**src/sv/vertex_rotate_project_unit_defines.svh**
```systemverilog
// Assertion helpers for the vertex rotate/project unit.
`ifndef VERTEX_ROTATE_PROJECT_UNIT_DEFINES_SVH
`define VERTEX_ROTATE_PROJECT_UNIT_DEFINES_SVH

`ifndef SYNTHESIS
// Checked while out of reset.
`define VRP_ASSERT(lbl, prop, msg) \
    lbl: assert property (@(posedge i_clk) disable iff (!i_rst_n) prop) else $error(msg);
// Checked on every edge, reset included.
`define VRP_ASSERT_ALWAYS(lbl, prop, msg) \
    lbl: assert property (@(posedge i_clk) prop) else $error(msg);
`else
`define VRP_ASSERT(lbl, prop, msg)
`define VRP_ASSERT_ALWAYS(lbl, prop, msg)
`endif

`endif

```
**src/sv/vrp_pkg.sv**
```systemverilog
package vrp_pkg;

    localparam int CW      = 18;  // CORDIC x/y
    localparam int ZW      = 17;  // CORDIC residual phase
    localparam int ITER    = 16;
    localparam int CS_W    = 16;  // clamped sine/cosine, Q2.14
    localparam int VC_W    = 19;  // rotated coordinates, Q.12
    localparam int DIST_W  = 20;
    localparam int DEN_W   = 27;
    localparam int NUM_W   = 39;  // numerator magnitude
    localparam int Q_W     = 12;
    localparam int OUT_W   = 12;

    localparam int SCREEN_W_DEF = 128;
    localparam int SCREEN_H_DEF = 64;

    localparam int CFG_IDX_W  = 8;
    localparam int CFG_DATA_W = 16;
    localparam logic [CFG_IDX_W-1:0] REG_PROJ_SCALE = 8'd0;
    localparam logic [CFG_IDX_W-1:0] REG_VIEW_DIST  = 8'd1;
    localparam logic [15:0] SCALE_RST = 16'd10240;
    localparam logic [14:0] DIST_RST  = 15'd10240;

    localparam logic signed [CW-1:0] CORDIC_X0 = 18'sd9949;

    typedef struct packed {
        logic [CW-1:0] x;
        logic [CW-1:0] y;
        logic [ZW-1:0] z;
    } t_cordic_lane;

    typedef struct packed {
        logic [NUM_W-1:0] rem;
        logic [Q_W-1:0]   quo;
    } t_div_lane;

    // arctan(2^-i) in phase units, 65536 per turn
    function automatic logic [ZW-1:0] atan_phase(input int i);
        logic [ZW-1:0] r;
        case (i)
            0:       r = 17'd8192;
            1:       r = 17'd4836;
            2:       r = 17'd2555;
            3:       r = 17'd1297;
            4:       r = 17'd651;
            5:       r = 17'd326;
            6:       r = 17'd163;
            7:       r = 17'd81;
            8:       r = 17'd41;
            9:       r = 17'd20;
            10:      r = 17'd10;
            11:      r = 17'd5;
            12:      r = 17'd3;
            13:      r = 17'd1;
            14:      r = 17'd1;
            default: r = 17'd0;
        endcase
        return r;
    endfunction

endpackage

```
**src/sv/vrp_div_cell.sv**
```systemverilog
// One restoring-division quotient bit for the x and y lanes (shared divisor).
module vrp_div_cell #(
    parameter int BIT   = 0,
    parameter int PAY_W = 1
) (
    input  logic                          i_clk,
    input  logic                          i_rst_n,
    input  logic                          i_en,
    input  logic                          i_valid,
    input  logic [vrp_pkg::DEN_W-1:0]     i_den,
    input  vrp_pkg::t_div_lane [1:0]      i_lane,
    input  logic [PAY_W-1:0]              i_pay,
    output logic                          o_valid,
    output logic [vrp_pkg::DEN_W-1:0]     o_den,
    output vrp_pkg::t_div_lane [1:0]      o_lane,
    output logic [PAY_W-1:0]              o_pay
);
    logic                      r_valid;
    logic [vrp_pkg::DEN_W-1:0] r_den;
    vrp_pkg::t_div_lane [1:0]  r_lane, n_lane;
    logic [PAY_W-1:0]          r_pay;
    logic [vrp_pkg::NUM_W-1:0] w_trial;

    assign w_trial = vrp_pkg::NUM_W'(i_den) << BIT;

    always_comb begin
        for (int l = 0; l < 2; l++) begin
            n_lane[l] = i_lane[l];
            if (i_lane[l].rem >= w_trial) begin
                n_lane[l].rem      = i_lane[l].rem - w_trial;
                n_lane[l].quo[BIT] = 1'b1;
            end
        end
    end

    always_ff @(posedge i_clk) begin
        if (!i_rst_n) begin
            r_valid <= 1'b0;
        end else if (i_en) begin
            r_valid <= i_valid;
        end
    end

    always_ff @(posedge i_clk) begin
        if (i_en) begin
            r_den  <= i_den;
            r_lane <= n_lane;
            r_pay  <= i_pay;
        end
    end

    assign o_valid = r_valid;
    assign o_den   = r_den;
    assign o_lane  = r_lane;
    assign o_pay   = r_pay;
endmodule

```
**config.mk**
```make
export PLATFORM = sky130hd
export DESIGN_NAME = vrp_div_cell
export DESIGN_NICKNAME = d
export VERILOG_FILES = /design/src/sv/vertex_rotate_project_unit_defines.svh /design/src/sv/vrp_pkg.sv /design/src/sv/vrp_div_cell.sv
export SDC_FILE = /design/constraint.sdc
export NUM_CORES = 1
export LEC_CHECK = 0
export BUFFER_PORTS_ARGS = -buffer_cell sky130_fd_sc_hd__buf_2
export CAP_MARGIN = 5
export CORE_MARGIN = 3
export CORE_UTILIZATION = 52
export CTS_CLUSTER_DIAMETER = 40
export CTS_CLUSTER_SIZE = 10
export DETAILED_ROUTE_END_ITERATION = 8
export GPL_TIMING_DRIVEN = 0
export PLACE_DENSITY = 0.89
export SLEW_MARGIN = 20
export SYNTH_ARGS = -nofsm -noshare
export SYNTH_HDL_FRONTEND = slang
export SYNTH_SLANG_ARGS = --single-unit
```
**constraint.sdc**
```tcl
create_clock -name i_clk -period 4.9 [get_ports i_clk]
set_clock_uncertainty 0.2 [all_clocks]
set_input_delay 1.47 -clock i_clk [delete_from_list [all_inputs] [get_ports i_clk]]
set_output_delay 1.47 -clock i_clk [all_outputs]
set_load 0.01 [all_outputs]
```
==> out/metrics.cfg, run 1 <==
[critical_path]
worst_r2r_endpoint=o_valid$_SDFFE_PN0P_
ff2ff_path_depth=2
worst-path-buf-inv=3
reg2reg_slack_ns=4.11
critical_path.top_delay_family=compound AO/OA/AOI/OAI gates
cp-start-kind=primary input
crit_chain=buf_2, inv_1, ha_1, a21oi_1, o21ai_0, o211a_1, o31ai_1, o21ai_1, a41oi_4, clkbuf_1, o21ai_0
crit_arrival_ns=4.56
worstPathMaxFanout=10
cpMaxStageDelayCell=clkbuf_1
critPathRequiredTime_ns=4.82
crit_type=in -> reg
cpMostUsedCell=o21ai_0
critPathMaxStageDelay_ns=0.51
r2r-start=o_valid$_SDFFE_PN0P_
end_kind=register

[cells_and_area]
seq_area_um2=3924
fillCellCount=1192
layout_commonest_cell=buf_2
final_cell_mix=268 x buf_2, 130 x edfxtp_1, 92 x nand2_1
multi_input_area_um2=4213
nets=1284
area_growth_pct=26.46
drive_gt1_share_pct=29.90

[clocking]
cts_resized=0
hold_buffers=0
clock_sinks=131
path_clk_slew_ns=0.06
post_cts_buffers=0
htreeDepth=4
clock_latency_ns=0.42
cts_tree=built
clk_path_buf_depth=2
root_buffer=clkbuf_16
numCtsBuffers=17

[die]
rows=45
dieArea_um2=17780
die_x_um=133.3
die_y_um=133.3
num_io_pins=265
fp.coreArea_um2=15540
start_util_pct=54.26

[synthesis]
synth-edff-count=130
seq_area_frac_synth_pct=46.54
synth_top_area_cell=edfxtp_1
synth_cells=810
syn_area_um2=8432
avgSynthCellArea_um2=10.41
synth_flop_cell=edfxtp_1
ys_warn_count=0
synth.area.top_cells=edfxtp_1 46%, ha_1 8.0%, xnor2_1 4.4%
synth_top_area_share_pct=46.30
synth.distinct_cells=75
synth-async-reset-ratio_pct=0
synth.net_count=1000
ys_ff_latch=131

[global_routing]
grt_pass1_wl_um=39140
overflow=0
grt_max_degree=76
antenna_found_initial=4
first_global_vias=7476
grtUsageTotal_pct=27.87

[placed_design]
gp_congestion=0.9431
dp_worst_setup_slack_ns=-0.04508
port_buffers=264
hpwl_um=19490

[timing]
slew_headroom_pct=51.63
hold_ws_ns=0.3274
worst_pin_slew_ns=0.7143
setup_tns_ns=0
fin_crit_ns=4.644
hold_viol_final=0
setup_ws_ns=0.2562
grt_setup_unrepaired=no
finalSetupViolCount=0
fin_crit_sh_pct=94.77
fmax_mhz=215.3
slew_viol_final=0

[outcome]
status=finished, final reports clean

[detailed_routing]
dr.pass1.iters=7
drtIter0Drc=742
routed_wl_um=25160
wl_per_cell_um=19.06
drt_drc_violations_left=0
viasPerCell=5.765
ant_nets=0
vias=7610

[hold_path]
hold_class=reg -> reg
holdCritStartpoint=o_valid$_SDFFE_PN0P_
min_path_cells=2
hold_path_end=o_valid$_SDFFE_PN0P_

[power_and_ir_drop]
vdd_ir_drop_max_v=0.0002444
p_leak_nw=4.526
power_density_nw_per_um2=336.7

[flow_run]
maxCapViolCount=0

[worst register-to-register path, delay by kind of cell (launching register included)]
kind	cells	cell delay, ns
multiplexers	1	0.12
flip-flops	1	0.31
AND/OR/NAND/NOR	1	0.06
[cells in the mapped netlist, types with 12 or more instances]
library cell / number
edfxtp_1: 130
nand2_1: 92
o21ai_0: 62
a21oi_1: 54
ha_1: 54
inv_1: 43
xnor2_1: 42
nor2_1: 41
xor2_1: 27
a21o_1: 24
clkbuf_1: 18
nand3_1: 14
nor3_1: 13
nand4_1: 12
[power breakdown]
part / switching (mW) / internal (mW) / leakage, nW / total, mW
sequential: 0.0322 / 1.40 / 1.28 / 1.43
combinational: 0.510 / 0.343 / 2.95 / 0.853
clock: 0.503 / 0.805 / 0.294 / 1.31
total: 1.05 / 2.55 / 4.53 / 3.59
[cell type report]
| cell class | count | share of cell area [%] |
|---|---|---|
| clock buffers | 17 | 3.990 |
| plain buffers | 28 | 1.256 |
| inverters | 43 | 1.514 |
| well taps | 211 | 2.476 |
| multi-input cells | 608 | 39.51 |
| diodes | 2 | 0.04694 |
| flip-flops and latches | 131 | 36.80 |
| repair buffers | 265 | 12.71 |
| clock inverters | 15 | 1.701 |
[flip-flops by register name, summed over array words and instances, names as in the netlist]
name     cells
o_lane     102
o_valid      1
o_den       27
o_pay        1
[worst max-delay path by stage]
stage | from | to | slack (ns) | cells after the start
2_1_floorplan | i_lane[63] | o_lane[87]$_DFFE_PP_ | 0.53 | 12
3_3_place_gp | i_lane[63] | o_lane[87]$_DFFE_PP_ | -0.02 | 13
3_5_place_dp | i_lane[63] | o_lane[99]$_DFFE_PP_ | -0.05 | 13
4_1_cts | i_lane[63] | o_lane[99]$_DFFE_PP_ | 0.38 | 13
5_1_grt | i_lane[63] | o_lane[99]$_DFFE_PP_ | 0.05 | 13
6_report | i_den[6] | o_lane[82]$_DFFE_PP_ | 0.26 | 11
[cells by family after synthesis]
kind of cell             after synthesis  share of synthesized area, %
flip-flops                           131                         46.54
adder cells (fa/ha/maj)               56                         8.488
buffers and inverters                 71                         3.502
multiplexers                          11                         1.424
AO/OA/AOI/OAI                        229                         17.97
AND/OR/NAND/NOR                      243                         14.91
XOR/XNOR                              69                         7.167
[per-stage QoR]
stage | cell area (um2) | util, % | power [mW] | instances
finish | 10660 | 68.62 | 3.590 | 1320
global route | 10660 | 68.60 | 3.743 | 1319
CTS | 10660 | 68.58 | 3.589 | 1318
detailed placement | 10050 | 64.68 | 2.284 | 1286
global placement | 10020 | 64.46 | 2.266 | 1285
floorplan | 8432 | - | 1.952 | 810
[layer usage]
metal  vias to the layer above  global-route usage (%)  routed length, um  part of all wire, %
li1                       3618                       -                  -                    -
met1                      3557                   34.57              10150                   40
met2                       368                   48.02              12440                   49
met3                        61                   5.627               1827                  7.3
met4                         6                   10.91                704                  2.8
met5                         -                       0                 38                 0.15
No activity file was read; power rests on OpenSTA's default activity.
==> run 2, diff against run 1 <==
--- a/config.mk
+++ b/config.mk
@@ -8,12 +8,12 @@
 export BUFFER_PORTS_ARGS = -buffer_cell sky130_fd_sc_hd__buf_2
 export CAP_MARGIN = 5
 export CORE_MARGIN = 3
-export CORE_UTILIZATION = 52
+export CORE_UTILIZATION = 56
 export CTS_CLUSTER_DIAMETER = 40
 export CTS_CLUSTER_SIZE = 10
 export DETAILED_ROUTE_END_ITERATION = 8
 export GPL_TIMING_DRIVEN = 0
-export PLACE_DENSITY = 0.89
+export PLACE_DENSITY = 0.94
 export SLEW_MARGIN = 20
 export SYNTH_ARGS = -nofsm -noshare
 export SYNTH_HDL_FRONTEND = slang
==> constraint.sdc (replaced) <==
create_clock -name i_clk -period 5.7 [get_ports i_clk]
set_clock_uncertainty 0.2 [all_clocks]
set_input_delay 1.71 -clock i_clk [delete_from_list [all_inputs] [get_ports i_clk]]
set_output_delay 1.71 -clock i_clk [all_outputs]
set_load 0.01 [all_outputs]
==> out/metrics.cfg, run 2 (synthesized netlist as in run 1, its figures left out) <==
[outcome]
status=finished, final reports clean

[hold_path]
holdCritStartpoint=o_valid$_SDFFE_PN0P_
hold_class=reg -> reg
min_path_cells=2
hold_path_end=o_valid$_SDFFE_PN0P_

[global_routing]
grt_pass1_wl_um=38760
grtUsageTotal_pct=30.22
antenna_found_initial=5
overflow=0
grt_max_degree=68
first_global_vias=7357

[clocking]
numCtsBuffers=17
htreeDepth=4
cts_resized=0
clock_latency_ns=0.42
root_buffer=clkbuf_16
path_clk_slew_ns=0.06
cts_tree=built
clock_sinks=131
hold_buffers=0
clk_path_buf_depth=2
post_cts_buffers=0

[critical_path]
worst_r2r_endpoint=o_valid$_SDFFE_PN0P_
ff2ff_path_depth=2
critPathRequiredTime_ns=5.67
crit_chain=buf_2, ha_1, inv_1, fa_1, a211oi_1, o21ai_1, o221a_2, o21ai_1, nand3_1, o311ai_1, nand4b_1, xnor2_1
r2r-start=o_valid$_SDFFE_PN0P_
crit_arrival_ns=4.93
cpMostUsedCell=o21ai_1
crit_type=in -> reg
cp-start-kind=primary input
reg2reg_slack_ns=4.91
critPathMaxStageDelay_ns=0.75
cpMaxStageDelayCell=o311ai_1
worstPathMaxFanout=5
end_kind=register

[timing]
slew_headroom_pct=43.78
fin_crit_sh_pct=86.86
worst_pin_slew_ns=0.8302
hold_viol_final=0
fmax_mhz=202.0
setup_tns_ns=0
slew_viol_final=0
grt_setup_unrepaired=no
fin_crit_ns=4.951
setup_ws_ns=0.7491
finalSetupViolCount=0

[cells_and_area]
fillCellCount=1090
drive_gt1_share_pct=29.63
area_growth_pct=26.44
finish.instance_area_um2=10660
layout_commonest_cell=buf_2
nets=1284
multi_input_area_um2=4213
seq_area_um2=3924
fin_util_pct=72.80
final_cell_mix=268 x buf_2, 130 x edfxtp_1, 92 x nand2_1
largest_register_ffs=102

[placed_design]
dp_worst_setup_slack_ns=0.5140
port_buffers=264
post_dp_cell_area_um2=10020
gp_congestion=0.9509
hpwl_um=19630

[detailed_routing]
viasPerCell=5.907
met1_length_um=9990
met3_wirelength_um=2004
wl_met2_um=12650
vias=7638
ant_nets=0
wl_per_cell_um=19.75
drtIter0Drc=670
drt_drc_violations_left=0
dr.pass1.iters=5
routed_wl_um=25540
top_layer_used=met5

[die]
die_y_um=128.7
die_x_um=128.7
start_util_pct=57.58
rows=44
num_io_pins=265
fp.coreArea_um2=14640
dieArea_um2=16570

[power_and_ir_drop]
p_leak_nw=4.534
vdd_ir_drop_max_v=0.0002181
power_density_nw_per_um2=295.4

[flow_run]
maxCapViolCount=0

run 2: cell count changes in the layout (fill, tap and decap cells not counted), sizes merged:
cell / change
clkbuf: +7
clkinv: -5
inv: -4
bufinv: +1
clkinvlp: +1
run 2: worst max-delay path: cells and delay by family:
family / cells / cell delay [ns]
compound gates: 5 / 1.75
xor+xnor: 1 / 0.20
simple gates: 2 / 0.45
fa+ha+maj: 2 / 0.62
buf+inv: 2 / 0.20
run 2: layer usage:
metal,vias to the layer above,track usage [%]
met3,69,7.347
met2,366,51.98
li1,3613,-
met5,-,0
met4,6,12.60
met1,3584,36.30
run 2: worst max path at each step:
stage,from,end,slack (ns),cells after the start
6_report,i_den[0],o_lane[97]$_DFFE_PP_,0.75,12
3_3_place_gp,i_lane[63],o_lane[87]$_DFFE_PP_,0.59,13
4_1_cts,i_den[0],o_lane[97]$_DFFE_PP_,0.82,12
2_1_floorplan,i_lane[63],o_lane[87]$_DFFE_PP_,1.09,12
5_1_grt,i_lane[63],o_lane[97]$_DFFE_PP_,0.62,13
3_5_place_dp,i_lane[63],o_lane[87]$_DFFE_PP_,0.51,13
run 2: power by group:
part / leakage (nW) / internal, mW / switching [mW]
combinational: 2.95 / 0.295 / 0.441
sequential: 1.28 / 1.20 / 0.0297
clock: 0.303 / 0.778 / 0.403
run 2: area by class of cell:
cell class	count	share of cell area [%]
Sequential cell	131	36.80
Inverter	43	1.514
Multi-Input combinational cell	608	39.51
Tap cell	184	2.159
Timing Repair Buffer	265	12.71
Clock inverter	8	1.385
Clock buffer	24	4.612
Buffer	28	1.256
Antenna cell	2	0.04694
run 2: stage by stage:
step / total power, mW / hold slack [ns] / instances
6_report: 3.149 / 0.3215 / 1293
5_1_grt: 3.275 / 0.3899 / 1293
4_1_cts: 3.147 / 0.3261 / 1291
3_5_place_dp: 1.967 / 0.3130 / 1259
3_3_place_gp: 1.950 / 0.2934 / 1258
2_1_floorplan: 1.678 / 0.3383 / 810
