==> src/sv/vertex_rotate_project_unit_defines.svh <==
// Assertion helpers for the vertex rotate/project unit.
`ifndef VERTEX_ROTATE_PROJECT_UNIT_DEFINES_SVH
`define VERTEX_ROTATE_PROJECT_UNIT_DEFINES_SVH

`ifndef SYNTHESIS
// Checked while out of reset.
`define VRP_ASSERT(lbl, prop, msg) \
    lbl: assert property (@(posedge i_clk) disable iff (!i_rst_n) prop) else $error(msg);
// Checked on every edge, reset included.
`define VRP_ASSERT_ALWAYS(lbl, prop, msg) \
    lbl: assert property (@(posedge i_clk) prop) else $error(msg);
`else
`define VRP_ASSERT(lbl, prop, msg)
`define VRP_ASSERT_ALWAYS(lbl, prop, msg)
`endif

`endif

==> src/sv/vrp_pkg.sv <==
package vrp_pkg;

    localparam int CW      = 18;  // CORDIC x/y
    localparam int ZW      = 17;  // CORDIC residual phase
    localparam int ITER    = 16;
    localparam int CS_W    = 16;  // clamped sine/cosine, Q2.14
    localparam int VC_W    = 19;  // rotated coordinates, Q.12
    localparam int DIST_W  = 20;
    localparam int DEN_W   = 27;
    localparam int NUM_W   = 39;  // numerator magnitude
    localparam int Q_W     = 12;
    localparam int OUT_W   = 12;

    localparam int SCREEN_W_DEF = 128;
    localparam int SCREEN_H_DEF = 64;

    localparam int CFG_IDX_W  = 8;
    localparam int CFG_DATA_W = 16;
    localparam logic [CFG_IDX_W-1:0] REG_PROJ_SCALE = 8'd0;
    localparam logic [CFG_IDX_W-1:0] REG_VIEW_DIST  = 8'd1;
    localparam logic [15:0] SCALE_RST = 16'd10240;
    localparam logic [14:0] DIST_RST  = 15'd10240;

    localparam logic signed [CW-1:0] CORDIC_X0 = 18'sd9949;

    typedef struct packed {
        logic [CW-1:0] x;
        logic [CW-1:0] y;
        logic [ZW-1:0] z;
    } t_cordic_lane;

    typedef struct packed {
        logic [NUM_W-1:0] rem;
        logic [Q_W-1:0]   quo;
    } t_div_lane;

    // arctan(2^-i) in phase units, 65536 per turn
    function automatic logic [ZW-1:0] atan_phase(input int i);
        logic [ZW-1:0] r;
        case (i)
            0:       r = 17'd8192;
            1:       r = 17'd4836;
            2:       r = 17'd2555;
            3:       r = 17'd1297;
            4:       r = 17'd651;
            5:       r = 17'd326;
            6:       r = 17'd163;
            7:       r = 17'd81;
            8:       r = 17'd41;
            9:       r = 17'd20;
            10:      r = 17'd10;
            11:      r = 17'd5;
            12:      r = 17'd3;
            13:      r = 17'd1;
            14:      r = 17'd1;
            default: r = 17'd0;
        endcase
        return r;
    endfunction

endpackage

==> src/sv/vrp_cordic_cell.sv <==
// One CORDIC micro-rotation for three angle lanes.
module vrp_cordic_cell #(
    parameter int STEP  = 0,
    parameter int PAY_W = 1
) (
    input  logic                            i_clk,
    input  logic                            i_rst_n,
    input  logic                            i_en,
    input  logic                            i_valid,
    input  vrp_pkg::t_cordic_lane [2:0]     i_lane,
    input  logic [PAY_W-1:0]                i_pay,
    output logic                            o_valid,
    output vrp_pkg::t_cordic_lane [2:0]     o_lane,
    output logic [PAY_W-1:0]                o_pay
);
    localparam logic [vrp_pkg::ZW-1:0] ATAN = vrp_pkg::atan_phase(STEP);

    logic                        r_valid;
    vrp_pkg::t_cordic_lane [2:0] r_lane, n_lane;
    logic [PAY_W-1:0]            r_pay;

    always_comb begin
        for (int l = 0; l < 3; l++) begin
            if (!i_lane[l].z[vrp_pkg::ZW-1]) begin
                n_lane[l].x = i_lane[l].x - vrp_pkg::CW'($signed(i_lane[l].y) >>> STEP);
                n_lane[l].y = i_lane[l].y + vrp_pkg::CW'($signed(i_lane[l].x) >>> STEP);
                n_lane[l].z = i_lane[l].z - ATAN;
            end else begin
                n_lane[l].x = i_lane[l].x + vrp_pkg::CW'($signed(i_lane[l].y) >>> STEP);
                n_lane[l].y = i_lane[l].y - vrp_pkg::CW'($signed(i_lane[l].x) >>> STEP);
                n_lane[l].z = i_lane[l].z + ATAN;
            end
        end
    end

    always_ff @(posedge i_clk) begin
        if (!i_rst_n) begin
            r_valid <= 1'b0;
        end else if (i_en) begin
            r_valid <= i_valid;
        end
    end

    always_ff @(posedge i_clk) begin
        if (i_en) begin
            r_lane <= n_lane;
            r_pay  <= i_pay;
        end
    end

    assign o_valid = r_valid;
    assign o_lane  = r_lane;
    assign o_pay   = r_pay;
endmodule

==> config.mk <==
export PLATFORM = sky130hd
export DESIGN_NAME = vrp_cordic_cell
export DESIGN_NICKNAME = d
export VERILOG_FILES = /design/src/sv/vertex_rotate_project_unit_defines.svh /design/src/sv/vrp_pkg.sv /design/src/sv/vrp_cordic_cell.sv
export SDC_FILE = /design/constraint.sdc
export NUM_CORES = 1
export LEC_CHECK = 0
export CAP_MARGIN = 40
export CORE_UTILIZATION = 50
export DETAILED_ROUTE_END_ITERATION = 8
export DONT_BUFFER_PORTS = 1
export GPL_TIMING_DRIVEN = 0
export HOLD_SLACK_MARGIN = 0.12
export PLACE_DENSITY = 0.69
export SLEW_MARGIN = 20
export SYNTH_ARGS = -nofsm -noshare
export SYNTH_HDL_FRONTEND = slang
export SYNTH_SLANG_ARGS = --single-unit
==> constraint.sdc <==
create_clock -name i_clk -period 3.7 [get_ports i_clk]
set_input_delay 0.555 -clock i_clk [delete_from_list [all_inputs] [get_ports i_clk]]
set_output_delay 0.555 -clock i_clk [all_outputs]
set_load 0.01 [all_outputs]
==> qor.txt, run 1 <==
Outcome -> finished clean
Worst min path class -> input pin to flop
Wirelength, routed -> 36.54 mm
Switching power summed over all nets -> 2.005 mW
Leakage -> 5.818 nW
CTS sink cnt -> 158
Final min period -> 3.047 ns
Mapped Area -> 12890 µm²
Synth Instances -> 1362
CP Depth -> 10
Total CTS buffers -> 17
CP Capture Type -> flop
Crit path DAT -> 3.22 ns
CP Cell Sequence -> inv_1 -> ha_1 -> clkbuf_1 -> o21ai_0 -> a21oi_1 -> o41ai_1 -> o21ai_0 -> a2111oi_0 -> o22ai_1 -> xor2_1
Pwr/cell area -> 417.5 nW/µm²
Worst reg2reg path depth -> 2
Clk_lat worst skew -> 0.43 ns
Worst Max-Slew Pin Slew -> 0.8350 ns
CTS tree -> built
Effective utilization at floorplan -> 0.5106
Die Ht -> 162.6 µm
Postcts setup bufs -> 0
1st-iter DRT viols -> 873
First-pass GRT wire length -> 54.94 mm
# diodes -> 0
RSZ-0062 raised after global routing -> false
CP peak stage delay -> 0.59 ns
Layout cell share with drive strength beyond 1 -> 0.05308
I/O Buffers -> 0
Vias in the first global route -> 9834
Final hold vios -> 0
Commonest cells after routing, fill and taps aside -> ha_1 (159), edfxtp_1 (157), inv_1 (156)
CP bufs+invs -> 2
CTS root buf -> clkbuf_16
Routability Congestion -> 0.9259
CP Launch Point -> i_lane[21]
Final core utilization -> 0.5512
Die W -> 162.6 µm
Setup CP Type -> input pin to flop
Final Skew -> 0 ns
Largest net degree at the start of global routing -> 159
Final Hold Slack -> 0.2093 ns
Synth Flop Type -> edfxtp_1
Overflow after GRT -> 0
Htree depth -> 4
Max-Cap Viols -> 0
CTS Hold Bufs -> 0
Logic pwr share -> 0.242
All-Layer GR Usage -> 0.2716
Period utilisation layout -> 0.8235
Hpwl dp -> 28.74 mm
Worst r2r dst -> o_valid
Initial antenna violation count -> 0
Sw Share -> 0.3449
Area Growth Syn to Fin -> 7.957%
Post_cts resized -> 0
Buffer depth of the longest clock path -> 2
Mapped Nets -> 1697
Fmax achieved -> 328.2 MHz
Sequential-to-total area share from yosys stat -> 0.3672
Critical path peak fanout -> 10
R2R Path Start -> o_valid
Commonest non-fill, non-tap cell in the layout -> ha_1
Critical Path Most Common Cell -> o21ai_0
Critical Path RT -> 3.87 ns
Sequential power share -> 0.445
Site Rows -> 58
YS warnings -> 0
Final TNS setup -> 0 ns
Rel. slew slack -> 0.4289
Startpoint Class -> input pin
Via density -> 5.934
Die area -> 26430 µm²
Cell variety after synth -> 83
Reg2Reg Setup Slack -> 3.07 ns
Slowest-stage cell, CP -> o41ai_1
I/O Pins -> 325
Top Family by Delay on Critical Path -> compound AO/OA/AOI/OAI gates
DR pass1 iterations -> 5
Critical Path End -> o_lane[33]
EDFF count, synth -> 157
Synth async-reset ratio -> 0
#FFs+latches synth -> 158
Drt drc -> 0
Syn_area_per_cell -> 9.467 µm²
IR drop worst, VDD -> 0.0003329 V
Clk slew on worst S/H paths -> 0.08 ns
Slew Limit Fails -> 0
# nets final -> 1716
Vias -> 10230
P_int -> 3.807 mW
Drt wl/cell -> 21.20 µm
Total core area -> 25250 µm²
Antenna-violating nets left -> 0
Clock power share -> 0.312
# setup viols final -> 0
routing by layer:
layer | track usage | vias up | share of wire
li1 | - | 4846 | -
met5 | 0 | - | 0
met3 | 0.07181 | 61 | 0.091
met2 | 0.4592 | 496 | 0.48
met1 | 0.3280 | 4827 | 0.40
met4 | 0.1088 | 0 | 0.034
per-stage QoR:
step           instances  worst slack (ns)  area (µm²)  total power, mW
4_1_cts             1724            0.7896       13920            5.828
6_report            1724            0.6530       13920            5.812
3_3_place_gp        1692            0.2279       13310            3.990
5_1_grt             1724            0.4619       13920            6.068
2_1_floorplan       1362            0.8247       12890            3.611
3_5_place_dp        1692            0.3402       13310            4.006
power by group through the flow:
stage	Sequential (mW)	Combinational [mW]	Clock [mW]
2_1_floorplan	2.55	1.06	0
3_3_place_gp	2.63	1.36	0
3_5_place_dp	2.63	1.37	0
4_1_cts	2.60	1.39	1.85
5_1_grt	2.61	1.55	1.91
6_report	2.59	1.41	1.82
how the worst min path moves through the flow:
| stage | start | to | slack [ns] | cells after the start |
|---|---|---|---|---|
| 3_5_place_dp | o_valid | o_valid | 0.56 | 2 |
| 5_1_grt | i_lane[114] | o_lane[114] | 0.19 | 0 |
| 6_report | i_lane[6] | o_lane[6] | 0.21 | 0 |
| 2_1_floorplan | o_valid | o_valid | 0.54 | 2 |
| 3_3_place_gp | o_valid | o_valid | 0.56 | 2 |
| 4_1_cts | i_lane[55] | o_lane[55] | 0.19 | 0 |
sequential cells by signal, summed over array words and instances (netlist names):
name	cells
o_lane	156
o_pay	1
o_valid	1
kinds of logic (layout without fill, tap and decap cells):
| logic type | after synthesis | after routing | share of synthesized area |
|---|---|---|---|
| fa+ha+maj | 171 | 171 | 0.1729 |
| flops | 158 | 158 | 0.3672 |
| compound gates | 417 | 417 | 0.2059 |
| mux | 20 | 20 | 0.01562 |
| xor+xnor | 102 | 102 | 0.06929 |
| simple gates | 270 | 270 | 0.1000 |
| buf+inv | 224 | 256 | 0.06900 |
synthesized netlist by cell type, drive strengths merged, types with 3 or more instances:
master	count	area (µm²)
o2111ai	3	26.28
a21oi	134	678.2
inv	159	599.3
a221oi	5	56.31
xnor2	86	753.2
nand2	45	168.9
a2111oi	7	67.56
clkbuf	38	142.6
nor2b	26	162.7
o21bai	13	97.59
nand3b	3	22.52
a211o	4	35.03
o22ai	7	50.05
or2	3	18.77
buf	23	132.6
and2	4	25.02
a211oi	12	95.09
or4	4	33.78
nor4	3	18.77
a21o	21	158.9
a311oi	4	41.29
a31oi	9	56.30
or3	10	62.56
nor3	20	100.1
edfxtp	157	4715
ha	159	1989
nor2	105	394.1
clkinv	4	15.01
o211ai	14	105.1
and3	4	26.28
o31a	3	26.28
a21boi	3	22.52
o311a	3	52.55
o31ai	21	157.7
o22a	4	35.03
nand3	14	70.07
nand2b	17	106.4
o21a	20	151.4
nand4	8	50.05
fa	12	240.2
nor3b	4	30.03
xor2	16	140.1
o21ai	111	559.3
mux2i	19	190.2
final cells by class:
class / instances / area [µm²]
inverter: 163 / 614.3
clock buffer: 17 / 425.4
sequential: 158 / 4735
fill: 2241 / 11330
multi-input combinational: 980 / 7269
tap: 330 / 412.9
clock inverter: 15 / 187.7
buffer: 61 / 275.3
Power figures use the tool's default switching activity.
==> run 2, diff against run 1 <==
- PLACE_DENSITY: 0.69 -> 0.72
- clock period: 3.7 -> 2.6 ns (I/O delays scaled with it)
==> run 2 against run 1 <==
Clock skew is the same. Worst setup slack got worse by 0.55 ns. Design area up 3.8%. Routed wire length rose by 2.9%. Critical path depth grew 1. Via count increased by 2.8%. Non-clock buffer count rose by 46. Cell count is 2.7% higher. Clock power grew 38%. First-iteration DRC count shrank 15%. Critical path type unchanged. Sequential share of layout area fell by 1.2 points.
==> qor.txt, run 2 (synthesis results as in run 1) <==
Outcome -> finished clean
# setup viols final -> 0
Htree depth -> 4
Fmax achieved -> 399.7 MHz
I/O Pins -> 325
Crit path DAT -> 2.68 ns
GR met3 Demand/Resource -> 0.06392
Critical path peak fanout -> 10
Die Ht -> 162.6 µm
Critical Path Most Common Cell -> a31oi_1
Final instance area -> 14440 µm²
Worst min path class -> input pin to flop
Vias in the first global route -> 10250
Max-Cap Viols -> 0
Buffer depth of the longest clock path -> 2
Drt wl/cell -> 21.24 µm
Slowest-stage cell, CP -> clkbuf_1
Routability Congestion -> 0.9541
Pre-CTS setup slack -> -0.6352 ns
DR pass1 iterations -> 5
CTS tree -> built
Area Growth Syn to Fin -> 12.01%
Overflow after GRT -> 0
Commonest cells after routing, fill and taps aside -> edfxtp_1 (157), ha_1 (156), inv_1 (155)
Clk slew on worst S/H paths -> 0.07 ns
Pwr/cell area -> 575.3 nW/µm²
Initial antenna violation count -> 0
Site Rows -> 58
Max reg flops -> 156
Final Hold Slack -> 0.07376 ns
CP peak stage delay -> 0.37 ns
Die area -> 26430 µm²
Met1 track demand over resource -> 0.3377
GRT Max-Usage Layer -> met2
Hold Path Depth -> 0
CTS sink cnt -> 158
Filler instances -> 2257
IR drop worst, VDD -> 0.0003236 V
First-pass GRT wire length -> 57.18 mm
All-Layer GR Usage -> 0.2808
Wirelength, routed -> 37.59 mm
Total CTS buffers -> 17
# diodes -> 0
Via density -> 5.941
Die W -> 162.6 µm
CTS root buf -> clkbuf_16
Startpoint Class -> input pin
Area of placed instances -> 13340 µm²
Worst reg2reg path depth -> 2
Slew Limit Fails -> 0
Period utilisation layout -> 0.9622
Final hold vios -> 0
CP Capture Type -> flop
Final Skew -> 0 ns
CTS Hold Bufs -> 44
CP Cell Sequence -> inv_1 -> ha_1 -> clkbuf_1 -> nand2_1 -> o21bai_1 -> a21oi_1 -> a31oi_1 -> a31oi_1 -> o211ai_1 -> o21ai_0 -> xor2_1
Setup CP Type -> input pin to flop
Effective utilization at floorplan -> 0.5106
Commonest non-fill, non-tap cell in the layout -> edfxtp_1
Leakage -> 6.018 nW
Largest net degree at the start of global routing -> 159
Layout cell share with drive strength beyond 1 -> 0.06597
Final min period -> 2.502 ns
Critical Path RT -> 2.77 ns
1st-iter DRT viols -> 738
Antenna-violating nets left -> 0
Clk_lat worst skew -> 0.42 ns
I/O Buffers -> 0
Hpwl dp -> 28.95 mm
Total core area -> 25250 µm²
Final worst-path setup slack -> 0.09817 ns
Vias -> 10520
# nets final -> 1762
Rel. slew slack -> 0.4424
Met2 Usage GRT -> 0.4798
Drt drc -> 0
RSZ-0062 raised after global routing -> false
Worst Max-Slew Pin Slew -> 0.8364 ns
run 2: changes by cell type in the layout (fill, tap and decap cells not counted), sizes merged:
cell | previous run | this run
dlygate4sd3 | 0 | 44
buf | 23 | 26
bufinv | 0 | 1
clkbuf | 55 | 54
clkinv | 11 | 10
clkinvlp | 1 | 2
inv | 166 | 165
run 2: timing repair:
action | 4_1_cts | 5_1_grt
endpoints found under the setup margin | 1 | 19
pin swaps | 0 | 4
hold endpoints to repair | 201 | 89
buffers inserted | 0 | 3
resized for setup | 1 | 16
run 2: area by class of cell:
| type | count | area [µm²] | area share |
|---|---|---|---|
| plain buffers | 60 | 272.8 | 0.01889 |
| clock buffers | 17 | 425.4 | 0.02946 |
| well taps | 330 | 412.9 | 0.02859 |
| repair buffers | 47 | 462.9 | 0.03205 |
| clock inverters | 15 | 155.1 | 0.01074 |
| multi-input cells | 980 | 7365 | 0.5099 |
| inverters | 163 | 614.3 | 0.04254 |
| flip-flops and latches | 158 | 4735 | 0.3278 |
run 2: critical path: cells and delay by family:
| family | cells | cell delay, ns |
|---|---|---|
| simple gates | 1 | 0.16 |
| buf+inv | 2 | 0.39 |
| fa+ha+maj | 1 | 0.30 |
| xor+xnor | 1 | 0.18 |
| compound gates | 6 | 1.25 |
run 2: path summary, 6_finish.rpt:
check / startpoint / endpoint / slack [ns]
min: i_en / o_lane[123] / 0.07
max: i_lane[77] / o_lane[105] / 0.1
min reg2reg: o_valid / o_valid / 0.58
max reg2reg: o_valid / o_valid / 1.95
run 2: metal layers:
metal  up-vias  routed length (µm)
li1       4941                   -
met1      4926               14560
met2       570               18250
met3        79                3406
met4         0                1367
met5         -                   0
run 2: power breakdown:
part           internal, mW  switching [mW]  leakage, nW
registers              3.30           0.382         1.54
logic                 0.867            1.25         4.19
clock network          1.35            1.16        0.281
total                  5.52            2.79         6.02
run 2: through the flow:
stage	setup TNS, ns	power (mW)	cells	utilization
CTS	0	8.307	1768	0.5690
finish	0	8.309	1770	0.5719
global placement	-9.947	5.684	1692	0.5282
detailed placement	-10.46	5.718	1692	0.5282
floorplan	-0.02354	5.145	1362	-
global route	0	8.685	1770	0.5719
